$ cat src/rtl/pcbc_pkg.sv
// Shared constants and types for the point cloud bounds/centroid block.
// No dependencies; compiled first.
package pcbc_pkg;

  localparam int unsigned MAX_POINTS  = 1048576;
  localparam int unsigned COORD_BITS  = 32;
  localparam int unsigned AXES        = 3;
  localparam int unsigned CNT_W       = $clog2(MAX_POINTS + 1);
  localparam int unsigned SUM_W       = COORD_BITS + $clog2(MAX_POINTS);
  localparam int unsigned STEP_W      = $clog2(SUM_W);
  localparam int unsigned QUEUE_DEPTH = 2;
  localparam int unsigned QPTR_W      = $clog2(QUEUE_DEPTH);

  localparam logic [COORD_BITS-1:0] MIN_INIT = {1'b0, {(COORD_BITS - 1){1'b1}}};
  localparam logic [COORD_BITS-1:0] MAX_INIT = {1'b1, {(COORD_BITS - 1){1'b0}}};
  localparam logic [CNT_W-1:0]      CNT_MAX  = CNT_W'(MAX_POINTS);

  // closed cloud, handed from front to back
  typedef struct packed {
    logic [AXES-1:0][COORD_BITS-1:0] min_v;
    logic [AXES-1:0][COORD_BITS-1:0] max_v;
    logic [AXES-1:0][SUM_W-1:0]      sum_v;
    logic [CNT_W-1:0]                count;
    logic                            drop;
  } pcbc_snap_t;

  // divider lane control
  typedef struct packed {
    logic load;
    logic step;
  } pcbc_div_ctrl_t;

endpackage

$ cat src/rtl/pcbc_if.sv
// Valid/ready channel interfaces for points in and cloud results out.
// Depends on pcbc_pkg.
interface pcbc_point_if;
  logic                                  valid;
  logic                                  ready;
  logic signed [pcbc_pkg::COORD_BITS-1:0] point_x;
  logic signed [pcbc_pkg::COORD_BITS-1:0] point_y;
  logic signed [pcbc_pkg::COORD_BITS-1:0] point_z;
  logic                                  last_point;

  modport source (output valid, point_x, point_y, point_z, last_point, input ready);
  modport sink   (input valid, point_x, point_y, point_z, last_point, output ready);
endinterface

interface pcbc_result_if;
  logic                                  valid;
  logic                                  ready;
  logic signed [pcbc_pkg::COORD_BITS-1:0] min_x;
  logic signed [pcbc_pkg::COORD_BITS-1:0] min_y;
  logic signed [pcbc_pkg::COORD_BITS-1:0] min_z;
  logic signed [pcbc_pkg::COORD_BITS-1:0] max_x;
  logic signed [pcbc_pkg::COORD_BITS-1:0] max_y;
  logic signed [pcbc_pkg::COORD_BITS-1:0] max_z;
  logic signed [pcbc_pkg::COORD_BITS-1:0] centroid_x;
  logic signed [pcbc_pkg::COORD_BITS-1:0] centroid_y;
  logic signed [pcbc_pkg::COORD_BITS-1:0] centroid_z;
  logic [pcbc_pkg::CNT_W-1:0]             point_count;
  logic                                  overflowed;

  modport source (output valid, min_x, min_y, min_z, max_x, max_y, max_z,
                  centroid_x, centroid_y, centroid_z, point_count, overflowed,
                  input ready);
  modport sink   (input valid, min_x, min_y, min_z, max_x, max_y, max_z,
                  centroid_x, centroid_y, centroid_z, point_count, overflowed,
                  output ready);
endinterface

$ cat src/rtl/pcbc_front.sv
// Front end: takes point beats, keeps running min/max/sum/count per cloud.
// Depends on pcbc_pkg and pcbc_if; pushes closed clouds into pcbc_fifo.
module pcbc_front (
  input  logic                 clk_i,
  input  logic                 rst_ni,
  pcbc_point_if.sink           point_i,
  input  logic                 q_full_i,
  output logic                 push_o,
  output pcbc_pkg::pcbc_snap_t snap_o
);

  logic [pcbc_pkg::AXES-1:0][pcbc_pkg::COORD_BITS-1:0] coord;
  logic [pcbc_pkg::AXES-1:0][pcbc_pkg::COORD_BITS-1:0] min_q, min_d, max_q, max_d;
  logic [pcbc_pkg::AXES-1:0][pcbc_pkg::SUM_W-1:0]      sum_q, sum_d;
  logic [pcbc_pkg::CNT_W-1:0]                          count_q, count_d;
  logic                                                drop_q, drop_d;
  logic                                                accept, keep;

  assign coord[0] = point_i.point_x;
  assign coord[1] = point_i.point_y;
  assign coord[2] = point_i.point_z;

  // a last point needs a free queue slot; others never stall
  assign point_i.ready = ~(q_full_i & point_i.last_point);
  assign accept        = point_i.valid & point_i.ready;
  assign keep          = count_q < pcbc_pkg::CNT_MAX;

  always_comb begin
    for (int a = 0; a < pcbc_pkg::AXES; a++) begin
      if (keep) begin
        min_d[a] = ($signed(coord[a]) < $signed(min_q[a])) ? coord[a] : min_q[a];
        max_d[a] = ($signed(max_q[a]) < $signed(coord[a])) ? coord[a] : max_q[a];
        sum_d[a] = sum_q[a] + {{(pcbc_pkg::SUM_W - pcbc_pkg::COORD_BITS)
                                {coord[a][pcbc_pkg::COORD_BITS-1]}}, coord[a]};
      end else begin
        min_d[a] = min_q[a];
        max_d[a] = max_q[a];
        sum_d[a] = sum_q[a];
      end
    end
    count_d = keep ? count_q + 1'b1 : count_q;
    drop_d  = drop_q | ~keep;
  end

  assign push_o       = accept & point_i.last_point;
  assign snap_o.min_v = min_d;
  assign snap_o.max_v = max_d;
  assign snap_o.sum_v = sum_d;
  assign snap_o.count = count_d;
  assign snap_o.drop  = drop_d;

  always_ff @(posedge clk_i or negedge rst_ni) begin
    if (!rst_ni) begin
      min_q   <= {pcbc_pkg::AXES{pcbc_pkg::MIN_INIT}};
      max_q   <= {pcbc_pkg::AXES{pcbc_pkg::MAX_INIT}};
      sum_q   <= '0;
      count_q <= '0;
      drop_q  <= 1'b0;
    end else if (accept) begin
      if (point_i.last_point) begin
        min_q   <= {pcbc_pkg::AXES{pcbc_pkg::MIN_INIT}};
        max_q   <= {pcbc_pkg::AXES{pcbc_pkg::MAX_INIT}};
        sum_q   <= '0;
        count_q <= '0;
        drop_q  <= 1'b0;
      end else begin
        min_q   <= min_d;
        max_q   <= max_d;
        sum_q   <= sum_d;
        count_q <= count_d;
        drop_q  <= drop_d;
      end
    end
  end

endmodule

$ cat src/rtl/pcbc_fifo.sv
// Two-entry queue of closed clouds between front and back.
// Depends on pcbc_pkg.
module pcbc_fifo (
  input  logic                 clk_i,
  input  logic                 rst_ni,
  input  logic                 push_i,
  input  pcbc_pkg::pcbc_snap_t data_i,
  output logic                 full_o,
  input  logic                 pop_i,
  output logic                 empty_o,
  output pcbc_pkg::pcbc_snap_t data_o
);

  pcbc_pkg::pcbc_snap_t                mem_q [pcbc_pkg::QUEUE_DEPTH];
  logic [pcbc_pkg::QPTR_W-1:0]         wr_ptr_q, rd_ptr_q;
  logic [pcbc_pkg::QPTR_W:0]           fill_q;

  assign full_o  = fill_q == (pcbc_pkg::QPTR_W + 1)'(pcbc_pkg::QUEUE_DEPTH);
  assign empty_o = fill_q == '0;
  assign data_o  = mem_q[rd_ptr_q];

  always_ff @(posedge clk_i) begin
    if (push_i) begin
      mem_q[wr_ptr_q] <= data_i;
    end
  end

  always_ff @(posedge clk_i or negedge rst_ni) begin
    if (!rst_ni) begin
      wr_ptr_q <= '0;
      rd_ptr_q <= '0;
      fill_q   <= '0;
    end else begin
      if (push_i) wr_ptr_q <= wr_ptr_q + 1'b1;
      if (pop_i)  rd_ptr_q <= rd_ptr_q + 1'b1;
      if (push_i && !pop_i)      fill_q <= fill_q + 1'b1;
      else if (!push_i && pop_i) fill_q <= fill_q - 1'b1;
    end
  end

endmodule

$ cat src/rtl/pcbc_div.sv
// One divider lane: signed sum / unsigned count, truncated, one bit a cycle.
// Depends on pcbc_pkg; stepped by pcbc_back.
module pcbc_div (
  input  logic                           clk_i,
  input  pcbc_pkg::pcbc_div_ctrl_t       ctrl_i,
  input  logic [pcbc_pkg::SUM_W-1:0]     sum_i,
  input  logic [pcbc_pkg::CNT_W-1:0]     divisor_i,
  output logic [pcbc_pkg::COORD_BITS-1:0] quot_o
);

  logic [pcbc_pkg::SUM_W-1:0] quo_q, quo_signed;
  logic [pcbc_pkg::CNT_W-1:0] rem_q;
  logic                       neg_q;
  logic [pcbc_pkg::CNT_W:0]   shifted, diff;
  logic                       ge;

  assign shifted = {rem_q, quo_q[pcbc_pkg::SUM_W-1]};
  assign diff    = shifted - {1'b0, divisor_i};
  assign ge      = shifted >= {1'b0, divisor_i};

  always_ff @(posedge clk_i) begin
    if (ctrl_i.load) begin
      neg_q <= sum_i[pcbc_pkg::SUM_W-1];
      quo_q <= sum_i[pcbc_pkg::SUM_W-1] ? -sum_i : sum_i;  // magnitude
      rem_q <= '0;
    end else if (ctrl_i.step) begin
      rem_q <= ge ? diff[pcbc_pkg::CNT_W-1:0] : shifted[pcbc_pkg::CNT_W-1:0];
      quo_q <= {quo_q[pcbc_pkg::SUM_W-2:0], ge};
    end
  end

  assign quo_signed = neg_q ? -quo_q : quo_q;
  assign quot_o     = quo_signed[pcbc_pkg::COORD_BITS-1:0];

endmodule

$ cat src/rtl/pcbc_back.sv
// Back end: pops a closed cloud, runs three divider lanes, holds the result beat.
// Depends on pcbc_pkg, pcbc_if and pcbc_div.
module pcbc_back (
  input  logic                 clk_i,
  input  logic                 rst_ni,
  input  logic                 empty_i,
  input  pcbc_pkg::pcbc_snap_t data_i,
  output logic                 pop_o,
  pcbc_result_if.source        result_o
);

  localparam logic [1:0] ST_IDLE = 2'd0;
  localparam logic [1:0] ST_DIV  = 2'd1;
  localparam logic [1:0] ST_FIN  = 2'd2;
  localparam logic [1:0] ST_OUT  = 2'd3;

  logic [1:0]                                          state_q, state_d;
  logic [pcbc_pkg::STEP_W-1:0]                         step_q;
  pcbc_pkg::pcbc_snap_t                                entry_q;
  pcbc_pkg::pcbc_div_ctrl_t                            div_ctrl;
  logic [pcbc_pkg::AXES-1:0][pcbc_pkg::COORD_BITS-1:0] quot, cent_q;
  logic                                                last_step;

  assign pop_o         = (state_q == ST_IDLE) && !empty_i;
  assign div_ctrl.load = pop_o;
  assign div_ctrl.step = state_q == ST_DIV;
  assign last_step     = step_q == pcbc_pkg::STEP_W'(pcbc_pkg::SUM_W - 1);

  for (genvar a = 0; a < pcbc_pkg::AXES; a++) begin : g_lane
    pcbc_div u_div (
      .clk_i     (clk_i),
      .ctrl_i    (div_ctrl),
      .sum_i     (data_i.sum_v[a]),
      .divisor_i (entry_q.count),
      .quot_o    (quot[a])
    );
  end

  always_comb begin
    state_d = state_q;
    case (state_q)
      ST_IDLE: if (!empty_i) state_d = ST_DIV;
      ST_DIV:  if (last_step) state_d = ST_FIN;
      ST_FIN:  state_d = ST_OUT;
      ST_OUT:  if (result_o.ready) state_d = ST_IDLE;
      default: state_d = ST_IDLE;
    endcase
  end

  always_ff @(posedge clk_i or negedge rst_ni) begin
    if (!rst_ni) begin
      state_q <= ST_IDLE;
      step_q  <= '0;
    end else begin
      state_q <= state_d;
      if (pop_o)                step_q <= '0;
      else if (div_ctrl.step)   step_q <= step_q + 1'b1;
    end
  end

  always_ff @(posedge clk_i) begin
    if (pop_o) entry_q <= data_i;
    if (state_q == ST_FIN) begin
      // empty cloud cannot reach here, but a zero count gives a zero centroid
      cent_q <= (entry_q.count == '0) ? '0 : quot;
    end
  end

  assign result_o.valid       = state_q == ST_OUT;
  assign result_o.min_x       = entry_q.min_v[0];
  assign result_o.min_y       = entry_q.min_v[1];
  assign result_o.min_z       = entry_q.min_v[2];
  assign result_o.max_x       = entry_q.max_v[0];
  assign result_o.max_y       = entry_q.max_v[1];
  assign result_o.max_z       = entry_q.max_v[2];
  assign result_o.centroid_x  = cent_q[0];
  assign result_o.centroid_y  = cent_q[1];
  assign result_o.centroid_z  = cent_q[2];
  assign result_o.point_count = entry_q.count;
  assign result_o.overflowed  = entry_q.drop;

endmodule

$ cat src/rtl/point_cloud_bounds_centroid.sv
// Point cloud bounds and centroid. Points (signed Q16.16 per axis) stream in
// one beat per cycle; the front end folds each into running per-axis min, max
// and 52-bit sum plus a point count, and never stalls a point that does not
// close a cloud. The beat flagged last_point closes the cloud: its totals are
// pushed into a two-entry queue and the accumulators clear in the same cycle,
// so the next cloud may start at once. The back end pops a cloud and runs three
// restoring divider lanes in parallel, one quotient bit per cycle over the 52-bit
// sum: the pop loads the lanes, they step through every sum bit, the quotients
// are registered and the result beat holds until taken. The divider loop sets the
// cloud rate, as no cloud is popped before the last result is taken; points run
// at one per cycle, and a last point stalls only when two finished clouds already
// sit in the queue. Points beyond MAX_POINTS are dropped and flag overflowed.
// Depends on pcbc_pkg, pcbc_if, pcbc_front, pcbc_fifo, pcbc_div and pcbc_back.
module point_cloud_bounds_centroid (
  input  logic          clk_i,
  input  logic          rst_ni,
  pcbc_point_if.sink    point_i,
  pcbc_result_if.source result_o
);

  pcbc_pkg::pcbc_snap_t push_data, pop_data;
  logic                 push, pop, q_full, q_empty;

  // accumulate and classify beats
  pcbc_front u_front (
    .clk_i    (clk_i),
    .rst_ni   (rst_ni),
    .point_i  (point_i),
    .q_full_i (q_full),
    .push_o   (push),
    .snap_o   (push_data)
  );

  // decouples the streaming front from the slow division
  pcbc_fifo u_fifo (
    .clk_i   (clk_i),
    .rst_ni  (rst_ni),
    .push_i  (push),
    .data_i  (push_data),
    .full_o  (q_full),
    .pop_i   (pop),
    .empty_o (q_empty),
    .data_o  (pop_data)
  );

  // centroid division and result register
  pcbc_back u_back (
    .clk_i    (clk_i),
    .rst_ni   (rst_ni),
    .empty_i  (q_empty),
    .data_i   (pop_data),
    .pop_o    (pop),
    .result_o (result_o)
  );

endmodule

$ cat src/flat_wrapper.sv
// flat-port wrapper written by rule: the top's interface ports become plain ports
module point_cloud_bounds_centroid_flat 
  (clk_i, rst_ni, point_i_valid, point_i_point_x, point_i_point_y, point_i_point_z, point_i_last_point, point_i_ready, result_o_valid, result_o_min_x, result_o_min_y, result_o_min_z, result_o_max_x, result_o_max_y, result_o_max_z, result_o_centroid_x, result_o_centroid_y, result_o_centroid_z, result_o_point_count, result_o_overflowed, result_o_ready);
  pcbc_point_if point_i_i ();
  pcbc_result_if result_o_i ();
  input  logic clk_i;
  input  logic rst_ni;
  input wire logic [$bits(point_i_i.valid)-1:0] point_i_valid;
  input wire logic [$bits(point_i_i.point_x)-1:0] point_i_point_x;
  input wire logic [$bits(point_i_i.point_y)-1:0] point_i_point_y;
  input wire logic [$bits(point_i_i.point_z)-1:0] point_i_point_z;
  input wire logic [$bits(point_i_i.last_point)-1:0] point_i_last_point;
  output wire logic [$bits(point_i_i.ready)-1:0] point_i_ready;
  output wire logic [$bits(result_o_i.valid)-1:0] result_o_valid;
  output wire logic [$bits(result_o_i.min_x)-1:0] result_o_min_x;
  output wire logic [$bits(result_o_i.min_y)-1:0] result_o_min_y;
  output wire logic [$bits(result_o_i.min_z)-1:0] result_o_min_z;
  output wire logic [$bits(result_o_i.max_x)-1:0] result_o_max_x;
  output wire logic [$bits(result_o_i.max_y)-1:0] result_o_max_y;
  output wire logic [$bits(result_o_i.max_z)-1:0] result_o_max_z;
  output wire logic [$bits(result_o_i.centroid_x)-1:0] result_o_centroid_x;
  output wire logic [$bits(result_o_i.centroid_y)-1:0] result_o_centroid_y;
  output wire logic [$bits(result_o_i.centroid_z)-1:0] result_o_centroid_z;
  output wire logic [$bits(result_o_i.point_count)-1:0] result_o_point_count;
  output wire logic [$bits(result_o_i.overflowed)-1:0] result_o_overflowed;
  input wire logic [$bits(result_o_i.ready)-1:0] result_o_ready;
  assign point_i_i.valid = point_i_valid;
  assign point_i_i.point_x = point_i_point_x;
  assign point_i_i.point_y = point_i_point_y;
  assign point_i_i.point_z = point_i_point_z;
  assign point_i_i.last_point = point_i_last_point;
  assign point_i_ready = point_i_i.ready;
  assign result_o_valid = result_o_i.valid;
  assign result_o_min_x = result_o_i.min_x;
  assign result_o_min_y = result_o_i.min_y;
  assign result_o_min_z = result_o_i.min_z;
  assign result_o_max_x = result_o_i.max_x;
  assign result_o_max_y = result_o_i.max_y;
  assign result_o_max_z = result_o_i.max_z;
  assign result_o_centroid_x = result_o_i.centroid_x;
  assign result_o_centroid_y = result_o_i.centroid_y;
  assign result_o_centroid_z = result_o_i.centroid_z;
  assign result_o_point_count = result_o_i.point_count;
  assign result_o_overflowed = result_o_i.overflowed;
  assign result_o_i.ready = result_o_ready;
  point_cloud_bounds_centroid u_core (.clk_i(clk_i), .rst_ni(rst_ni), .point_i(point_i_i), .result_o(result_o_i));
endmodule
$ cat config.mk
export PLATFORM = sky130hd
export DESIGN_NAME = point_cloud_bounds_centroid_flat
export DESIGN_NICKNAME = d
export VERILOG_FILES = /design/src/rtl/pcbc_pkg.sv /design/src/rtl/pcbc_if.sv /design/src/rtl/pcbc_front.sv /design/src/rtl/pcbc_fifo.sv /design/src/rtl/pcbc_div.sv /design/src/rtl/pcbc_back.sv /design/src/rtl/point_cloud_bounds_centroid.sv /design/src/flat_wrapper.sv
export SDC_FILE = /design/constraint.sdc
export NUM_CORES = 2
export LEC_CHECK = 0
export BUFFER_PORTS_ARGS = -buffer_cell sky130_fd_sc_hd__buf_2
export CAP_MARGIN = 20
export CORE_MARGIN = 5
export CORE_UTILIZATION = 51
export CTS_BUF_LIST = sky130_fd_sc_hd__clkbuf_8
export DETAILED_ROUTE_END_ITERATION = 6
export PLACE_DENSITY = 0.7
export SLEW_MARGIN = 20
export SYNTH_ARGS = -nofsm -noshare
export SYNTH_HDL_FRONTEND = slang
export SYNTH_SLANG_ARGS = --single-unit
$ cat constraint.sdc
create_clock -name clk_i -period 18.5 [get_ports clk_i]
set_input_delay 0.925 -clock clk_i [delete_from_list [all_inputs] [get_ports clk_i]]
set_output_delay 0.925 -clock clk_i [all_outputs]
set_load 0.01 [all_outputs]
# Yosys cells after proc, flatten, opt, wreduce, memory -nomap -nowiden
# Memory sizes are Yosys's and may differ from the RTL's.
# Cells that the tools add are included.
# totals
register_bits	914
mem_bits_rw	740
output_inout_bits	312
wordCells	137
n_memories	1
# mem_list
memory	words	word_bits	read_ports	rd_ports_with_merged_regs	wr	line_no	source
u_core.u_fifo.mem_q	2	370	1	0	1	pcbc_fifo.sv:14	pcbc_pkg::pcbc_snap_t mem_q [pcbc_pkg::QUEUE_DEPTH];
# op_classes
add_sub_neg	18
order_cmp	10
eq_ne	8
mux	46
bitwise	6
reduce_logical	12
# op_table
operator	count
52-bit 2-to-1 mux	12
32-bit 2-to-1 mux	15
32-bit < comparator	6
96-bit 2-to-1 mux	2
52-bit adder	3
156-bit 2-to-1 mux	1
52-bit negator	3
21-bit 2-to-1 mux	5
32-bit negator	3
22-bit by 21-bit greater-or-equal comparator with 1-bit output	3
21-bit subtractor	3
21-bit by 1-bit adder with 21-bit output, second input constant	1
21-bit zero test	1
21-bit < comparator, second input constant	1
6-bit 2-to-1 mux	2
2-bit 2-to-1 mux	5
2-bit case mux with 4 select lines	1
6-bit by 1-bit adder with 6-bit output, second input constant	1
2-bit == test, second input constant	3
6-bit == test, second input constant	1
2-bit zero test	2
2-bit by 1-bit != test with 1-bit output, second input constant	2
2-bit nonzero test	2
1-bit AND	3
other kinds (11)	19

# Logic depth before layout (Yosys ltp)
# depth
ltp_word	9
ltp_mapped	20
ltp_nobuf	13

# Hierarchy
# A second synthesis with hierarchy kept.
# unflattened
cells_unflattened	7496
hier_area_um2	87111.0
# modules_own_cells
module	instances	cells_each	area_per_inst_um2	seq_area_each_um2
pcbc_front	1	3774	31147.4	9379.0
pcbc_fifo	1	1167	27626.5	22321.4
pcbc_back	1	478	10651.5	9509.1
pcbc_div at u_core.u_back.g_lane[0].u_div	1	694	5915.7	2011.9
pcbc_div at u_core.u_back.g_lane[2].u_div	1	708	5904.4	2011.9
pcbc_div at u_core.u_back.g_lane[1].u_div	1	675	5865.6	2011.9

# Worst setup path after synthesis
# No wires, ideal clock.
# synth_timing
path_kind	in2reg
start	input point_i_last_point
end	memory u_core.u_fifo.mem_q[0][0] (netlist bit) (enable)
setup_time_ns	1.112
arrival_ns	16.908
t_required_ns	17.388
path_slack_ns	0.480
cell_stages	5
cell_sequence	clkbuf_1 nand3b_1 and2_1 nand2_1 nor2_1
# synth_via
elab_chain_len	6
# synth_lines
element	line_no	source
from (decl)	flat_wrapper.sv:12	input wire logic [$bits(point_i_i.last_point)-1:0] point_i_last_point;
1-bit AND	pcbc_front.sv:24	assign point_i.ready = ~(q_full_i & point_i.last_point);
1-bit inverter	pcbc_front.sv:24	
net point_i_ready	flat_wrapper.sv:13	output wire logic [$bits(point_i_i.ready)-1:0] point_i_ready;
1-bit AND	pcbc_front.sv:25	assign accept = point_i.valid & point_i.ready;
1-bit AND	pcbc_front.sv:45	assign push_o = accept & point_i.last_point;
1-bit 2-to-1 mux	pcbc_fifo.sv:23	if (push_i) begin
1-bit 2-to-1 mux (not written as such)	pcbc_fifo.sv:24	mem_q[wr_ptr_q] <= data_i;
to (decl)	pcbc_fifo.sv:14	
# The timed path passes the listed nets, and every way through them passes these cells.

# Worst setup path in the final report
# layout_timing
start	register u_core.u_fifo.rd_ptr_q
end	register u_core.u_back.g_lane[2].u_div.quo_q[46] (netlist bit), data pin
# layout_via
elab_chain_len	4
# layout_lines
element	line_no	source
from (decl)	pcbc_fifo.sv:15	logic [pcbc_pkg::QPTR_W-1:0] wr_ptr_q, rd_ptr_q;
from (signal assigned)	pcbc_fifo.sv:35	if (pop_i) rd_ptr_q <= rd_ptr_q + 1'b1;
memory 2 x 370 bit (*)	-	
52-bit negator	pcbc_div.sv:24	quo_q <= sum_i[pcbc_pkg::SUM_W-1] ? -sum_i : sum_i;
52-bit 2-to-1 mux (*)	pcbc_div.sv:24	
52-bit 2-to-1 mux (*)	pcbc_div.sv:22	if (ctrl_i.load) begin
to (signal assigned)	pcbc_div.sv:24	
to (signal assigned)	pcbc_div.sv:28	quo_q <= {quo_q[pcbc_pkg::SUM_W-2:0], ge};
to (decl)	pcbc_div.sv:11	logic [pcbc_pkg::SUM_W-1:0] quo_q, quo_signed;
# Every way passes the cells marked *; elsewhere a longest branch is shown, timed or not.
# A chain may end at the register's enable or synchronous reset.

==> results.json <==
{
  "grt_start_max_net_pins": 158,
  "min_delay_path_depth": 2,
  "synthDistinctLibCells": 89,
  "netlist_area_um2": 86200,
  "multi_input_comb_area_um2": 36300,
  "p_int_w": 0.0107,
  "floorplan.io_pins": 413,
  "clock_tree_from_tritoncts": "yes",
  "die_height_um": 421,
  "irDropWorstVdd_mv": 0.154,
  "topRoutingLayerUsed": "met5",
  "ys_ff_latch": 1654,
  "totalWireLength_um": 223000,
  "hp-class": "primary input to flop",
  "critPathRequiredTime_ns": 19.25,
  "die_area_um2": 177000,
  "critPathMaxFanout": 144,
  "vias_in_the_first_global_route": 61100,
  "first_pass_iters": 5,
  "crit_path_end_kind": "flop",
  "final.min_clock_period_ns": 5.85,
  "sequential_share_of_the_synthesized_area_pct": 54.8,
  "synth.yosys.warnings": 0,
  "clk_latency_ns": 1.05,
  "total_power_w": 0.0179,
  "leakagePower_nw": 39.4,
  "wl_met3_um": 14900,
  "core_area_um2": 169000,
  "antenna_left": 0,
  "worstSetupPathType": "flop to flop",
  "count_of_final_setup_violators": 0,
  "detailed_route_wire_length_per_cell_um": 21.1,
  "grtUsageTotal_pct": 24.6,
  "status": "complete, no violations",
  "wl_met1_um": 102000,
  "pwr-share-clk_pct": 18.7,
  "worst_reg2reg_path_depth": 13,
  "cp-start-kind": "flop",
  "gp_congestion": 0.919,
  "number_of_cts_inserted_buffers": 297,
  "postSynth.asyncResetShare_pct": 23.1,
  "die_w_um": 421,
  "netSwitchingPower_w": 0.00720,
  "final-max-slew-violation-count": 0,
  "drv.max_cap_violation_count": 0,
  "path_clk_slew_ns": 0.06,
  "seqCellArea_um2": 47300,
  "power_density_nw_per_um2": 186,
  "grt_overflow_total": 0,
  "rsz0062_at_grt": "false",
  "sequential_group_share_of_total_power_pct": 38.0,
  "initial_cell_density_of_the_core_pct": 51.1,
  "vias_after_detailed_routing": 62200,
  "fin_cells": 10600,
  "worst-endpoint-arrival_ns": 6.60,
  "fillers": 14000,
  "synth_ff_type": "sky130_fd_sc_hd__edfxtp_1",
  "cts_sinks": 1654,
  "grt_first_pass_wirelength_um": 349000,
  "vias_per_cell": 5.87,
  "finish.net_count": 8669,
  "post-route-period-util_pct": 31.6,
  "io_buffer_count": 412,
  "clock_tree.htree_level_count": 5,
  "drive_gt1_share_pct": 15.6,
  "max_freq_mhz": 171,
  "antenna_violations_before_repair": 15,
  "power.share.switching_pct": 40.3,
  "netlist_instances": 7763,
  "placedCellCount": 10100,
  "synth-edff-count": 1209,
  "clock-root-buffer": "sky130_fd_sc_hd__clkbuf_8",
  "dpl.hpwl_um": 155000,
  "drt_first_iter_violations": 5570,
  "areaGrowthSynthToFinish_pct": 11.5,
  "synth.net_count": 8285,
  "finalSetupTns_ns": 0,
  "hold_violations": 0,
  "max_slew.worst_pin.slew_ns": 1.28,
  "floorplan.rows": 151,
  "pwr-share-comb_pct": 43.3,
  "slew-limit-headroom_pct": 14.1,
  "largest_clock_skew_in_the_final_design_ns": 0.0745,
  "route.met2.wl_um": 99900,
  "cts_buffer_depth": 4,
  "synth_area_per_cell_um2": 11.1,
  "residual_drc": 0
}
==> cell families after synthesis <==
family	after synthesis	synth area share [%]
AO/OA/AOI/OAI	2031	14.9
XOR/XNOR	448	4.55
adder cells (fa/ha/maj)	421	6.16
buffers and inverters	755	3.37
flip-flops	1654	54.8
multiplexers	455	5.63
AND/OR/NAND/NOR	1999	10.7
==> critical path, cell delays in order, from the launching register on <==
cell and delay [ns]:
sky130_fd_sc_hd__dfrtp_4 0.82, sky130_fd_sc_hd__buf_4 0.73, sky130_fd_sc_hd__buf_12 0.46, sky130_fd_sc_hd__mux2i_1 0.41, sky130_fd_sc_hd__ha_1 0.25, sky130_fd_sc_hd__nand2_1 0.10, sky130_fd_sc_hd__nor4_1 0.53, sky130_fd_sc_hd__nor2b_1 0.45
sky130_fd_sc_hd__nand4_1 0.28, sky130_fd_sc_hd__or4_1 0.56, sky130_fd_sc_hd__nor2_1 0.26, sky130_fd_sc_hd__a41o_1 0.23, sky130_fd_sc_hd__xnor2_1 0.11, sky130_fd_sc_hd__o21ai_0 0.09
==> path summary, 6_finish.rpt <==
check / from / end / slack [ns]
worst max register to register: u_core.u_fifo.rd_ptr_q$_DFFE_PN0P_ / u_core.u_back.g_lane[2].u_div.quo_q[46]$_DFFE_PP_ / 12.65
worst min register to register: u_core.u_back.g_lane[2].u_div.rem_q[20]$_SDFFE_PP0P_ / u_core.u_back.g_lane[2].u_div.rem_q[20]$_SDFFE_PP0P_ / 0.49
worst min-delay path: point_i_point_y[0] / u_core.u_front.min_q[32]$_DFFE_PN1P_ / 0.19
min in group asynchronous: rst_ni / u_core.u_front.sum_q[17]$_DFFE_PN0P_ / 0.55
worst max-delay path: u_core.u_fifo.rd_ptr_q$_DFFE_PN0P_ / u_core.u_back.g_lane[2].u_div.quo_q[46]$_DFFE_PP_ / 12.65
max in group asynchronous: rst_ni / u_core.u_front.count_q[20]$_DFFE_PN0P_ / 15.78
==> power by group through the flow <==
| stage | Clock, W | Combinational (W) | Sequential (W) |
|---|---|---|---|
| final | 0.00335 | 0.00774 | 0.00680 |
| after CTS | 0.00343 | 0.00770 | 0.00679 |
| after global routing | 0.00361 | 0.00856 | 0.00693 |
| after floorplan | 0 | 0.00536 | 0.00690 |
| after detailed placement | 0 | 0.00766 | 0.00685 |
| after global placement | 0 | 0.00747 | 0.00679 |
==> layer usage <==
metal	GRT usage, %	up-vias
li1	-	29400
met1	35.3	30500
met2	38.0	1919
met3	4.44	385
met4	7.99	6
met5	0	-
==> placed cells by master (no fill, tap or decap), types with 20 or more instances in the layout <==
| cell type | synthesis | routed |
|---|---|---|
| sky130_fd_sc_hd__o21ai_0 | 797 | 796 |
| sky130_fd_sc_hd__and2_1 | 20 | 20 |
| sky130_fd_sc_hd__clkbuf_8 | 0 | 332 |
| sky130_fd_sc_hd__xnor2_1 | 201 | 201 |
| sky130_fd_sc_hd__o31ai_1 | 62 | 61 |
| sky130_fd_sc_hd__nand2b_1 | 58 | 58 |
| sky130_fd_sc_hd__and3_1 | 35 | 34 |
| sky130_fd_sc_hd__nor4_1 | 30 | 29 |
| sky130_fd_sc_hd__xor2_1 | 247 | 247 |
| sky130_fd_sc_hd__nand4_1 | 134 | 134 |
| sky130_fd_sc_hd__edfxtp_1 | 1209 | 1209 |
| sky130_fd_sc_hd__nor2b_1 | 45 | 45 |
| sky130_fd_sc_hd__o311ai_0 | 70 | 70 |
| sky130_fd_sc_hd__a21oi_1 | 353 | 353 |
| sky130_fd_sc_hd__nor2_1 | 397 | 393 |
| sky130_fd_sc_hd__clkinv_1 | 1 | 37 |
| sky130_fd_sc_hd__dfrtp_1 | 286 | 284 |
| sky130_fd_sc_hd__o21a_1 | 29 | 28 |
| sky130_fd_sc_hd__clkinv_2 | 0 | 31 |
| sky130_fd_sc_hd__mux2_2 | 243 | 243 |
| sky130_fd_sc_hd__a22o_1 | 95 | 95 |
| sky130_fd_sc_hd__ha_1 | 415 | 413 |
| sky130_fd_sc_hd__nor3b_1 | 30 | 30 |
| sky130_fd_sc_hd__a211oi_1 | 37 | 37 |
| sky130_fd_sc_hd__dfstp_2 | 96 | 96 |
| sky130_fd_sc_hd__a21o_1 | 204 | 203 |
| sky130_fd_sc_hd__mux2i_1 | 212 | 209 |
| sky130_fd_sc_hd__nand3_1 | 104 | 104 |
| sky130_fd_sc_hd__dfxtp_1 | 63 | 63 |
| sky130_fd_sc_hd__nand2_1 | 917 | 914 |
| sky130_fd_sc_hd__o211ai_1 | 35 | 35 |
| sky130_fd_sc_hd__o21bai_1 | 43 | 43 |
| sky130_fd_sc_hd__buf_4 | 0 | 68 |
| sky130_fd_sc_hd__a31oi_1 | 59 | 58 |
| sky130_fd_sc_hd__o22a_1 | 93 | 93 |
| sky130_fd_sc_hd__inv_1 | 352 | 443 |
| sky130_fd_sc_hd__nor3_1 | 104 | 103 |
| sky130_fd_sc_hd__or2_2 | 24 | 24 |
| sky130_fd_sc_hd__buf_2 | 49 | 410 |
| sky130_fd_sc_hd__or3_1 | 32 | 32 |
==> sequential cells by signal, summed over array words and instances (netlist names), 2 cells and up <==
| name | flops |
|---|---|
| u_core.u_back.g_lane.u_div.neg_q | 3 |
| u_core.u_back.g_lane.u_div.quo_q | 156 |
| u_core.u_back.g_lane.u_div.rem_q | 63 |
| u_core.u_back.result_o.centroid_x | 32 |
| u_core.u_back.result_o.centroid_y | 32 |
| u_core.u_back.result_o.centroid_z | 32 |
| u_core.u_back.result_o.max_x | 32 |
| u_core.u_back.result_o.max_y | 32 |
| u_core.u_back.result_o.max_z | 32 |
| u_core.u_back.result_o.min_x | 32 |
| u_core.u_back.result_o.min_y | 32 |
| u_core.u_back.result_o.min_z | 32 |
| u_core.u_back.result_o.point_count | 21 |
| u_core.u_back.state_q | 2 |
| u_core.u_back.step_q | 6 |
| u_core.u_fifo.fill_q | 2 |
| u_core.u_fifo.mem_q | 740 |
| u_core.u_front.count_q | 21 |
| u_core.u_front.max_q | 96 |
| u_core.u_front.min_q | 96 |
| u_core.u_front.sum_q | 156 |
==> stage by stage <==
step	setup slack [ns]	util (%)	instance area, µm²	hold WS (ns)
finish	12.65	57.0	96200	0.194
global route	12.16	57.0	96100	0.137
CTS	12.67	56.9	96100	0.0800
detailed placement	12.67	53.5	90300	0.482
global placement	12.82	53.5	90300	0.468
floorplan	0.480	-	86200	0.450
==> cell usage after synthesis (all sizes together), types with 77 or more instances <==
cell       n  area [µm²]
edfxtp  1209       36300
nand2    918        3450
o21ai    805        4030
ha       415        5190
nor2     397        1490
a21oi    353        1770
inv      353        1330
clkbuf   324        1220
dfrtp    286        7160
xor2     247        2160
mux2     243        2740
mux2i    212        2120
a21o     204        1530
xnor2    201        1760
nand4    134         838
nor3     105         531
nand3    104         521
dfstp     96        2520
a22o      95         832
o22a      93         815
buf       77         358
==> area by class of cell <==
type	instances	area share [%]
Sequential cell	1654	49.1
Clock buffer	332	4.75
Antenna cell	8	0.0208
Timing Repair Buffer	486	2.82
Tap cell	2218	2.89
Multi-Input combinational cell	5354	37.8
Clock inverter	189	1.23
Inverter	354	1.39
==> repair_timing <==
| action | 4_1_cts | 5_1_grt |
|---|---|---|
| hold endpoints to repair | 84 | 0 |
| setup buffers | 0 | 0 |
| hold buffers | 1 | 0 |
| resized for setup | 0 | 0 |
Power figures use the tool's default switching activity.
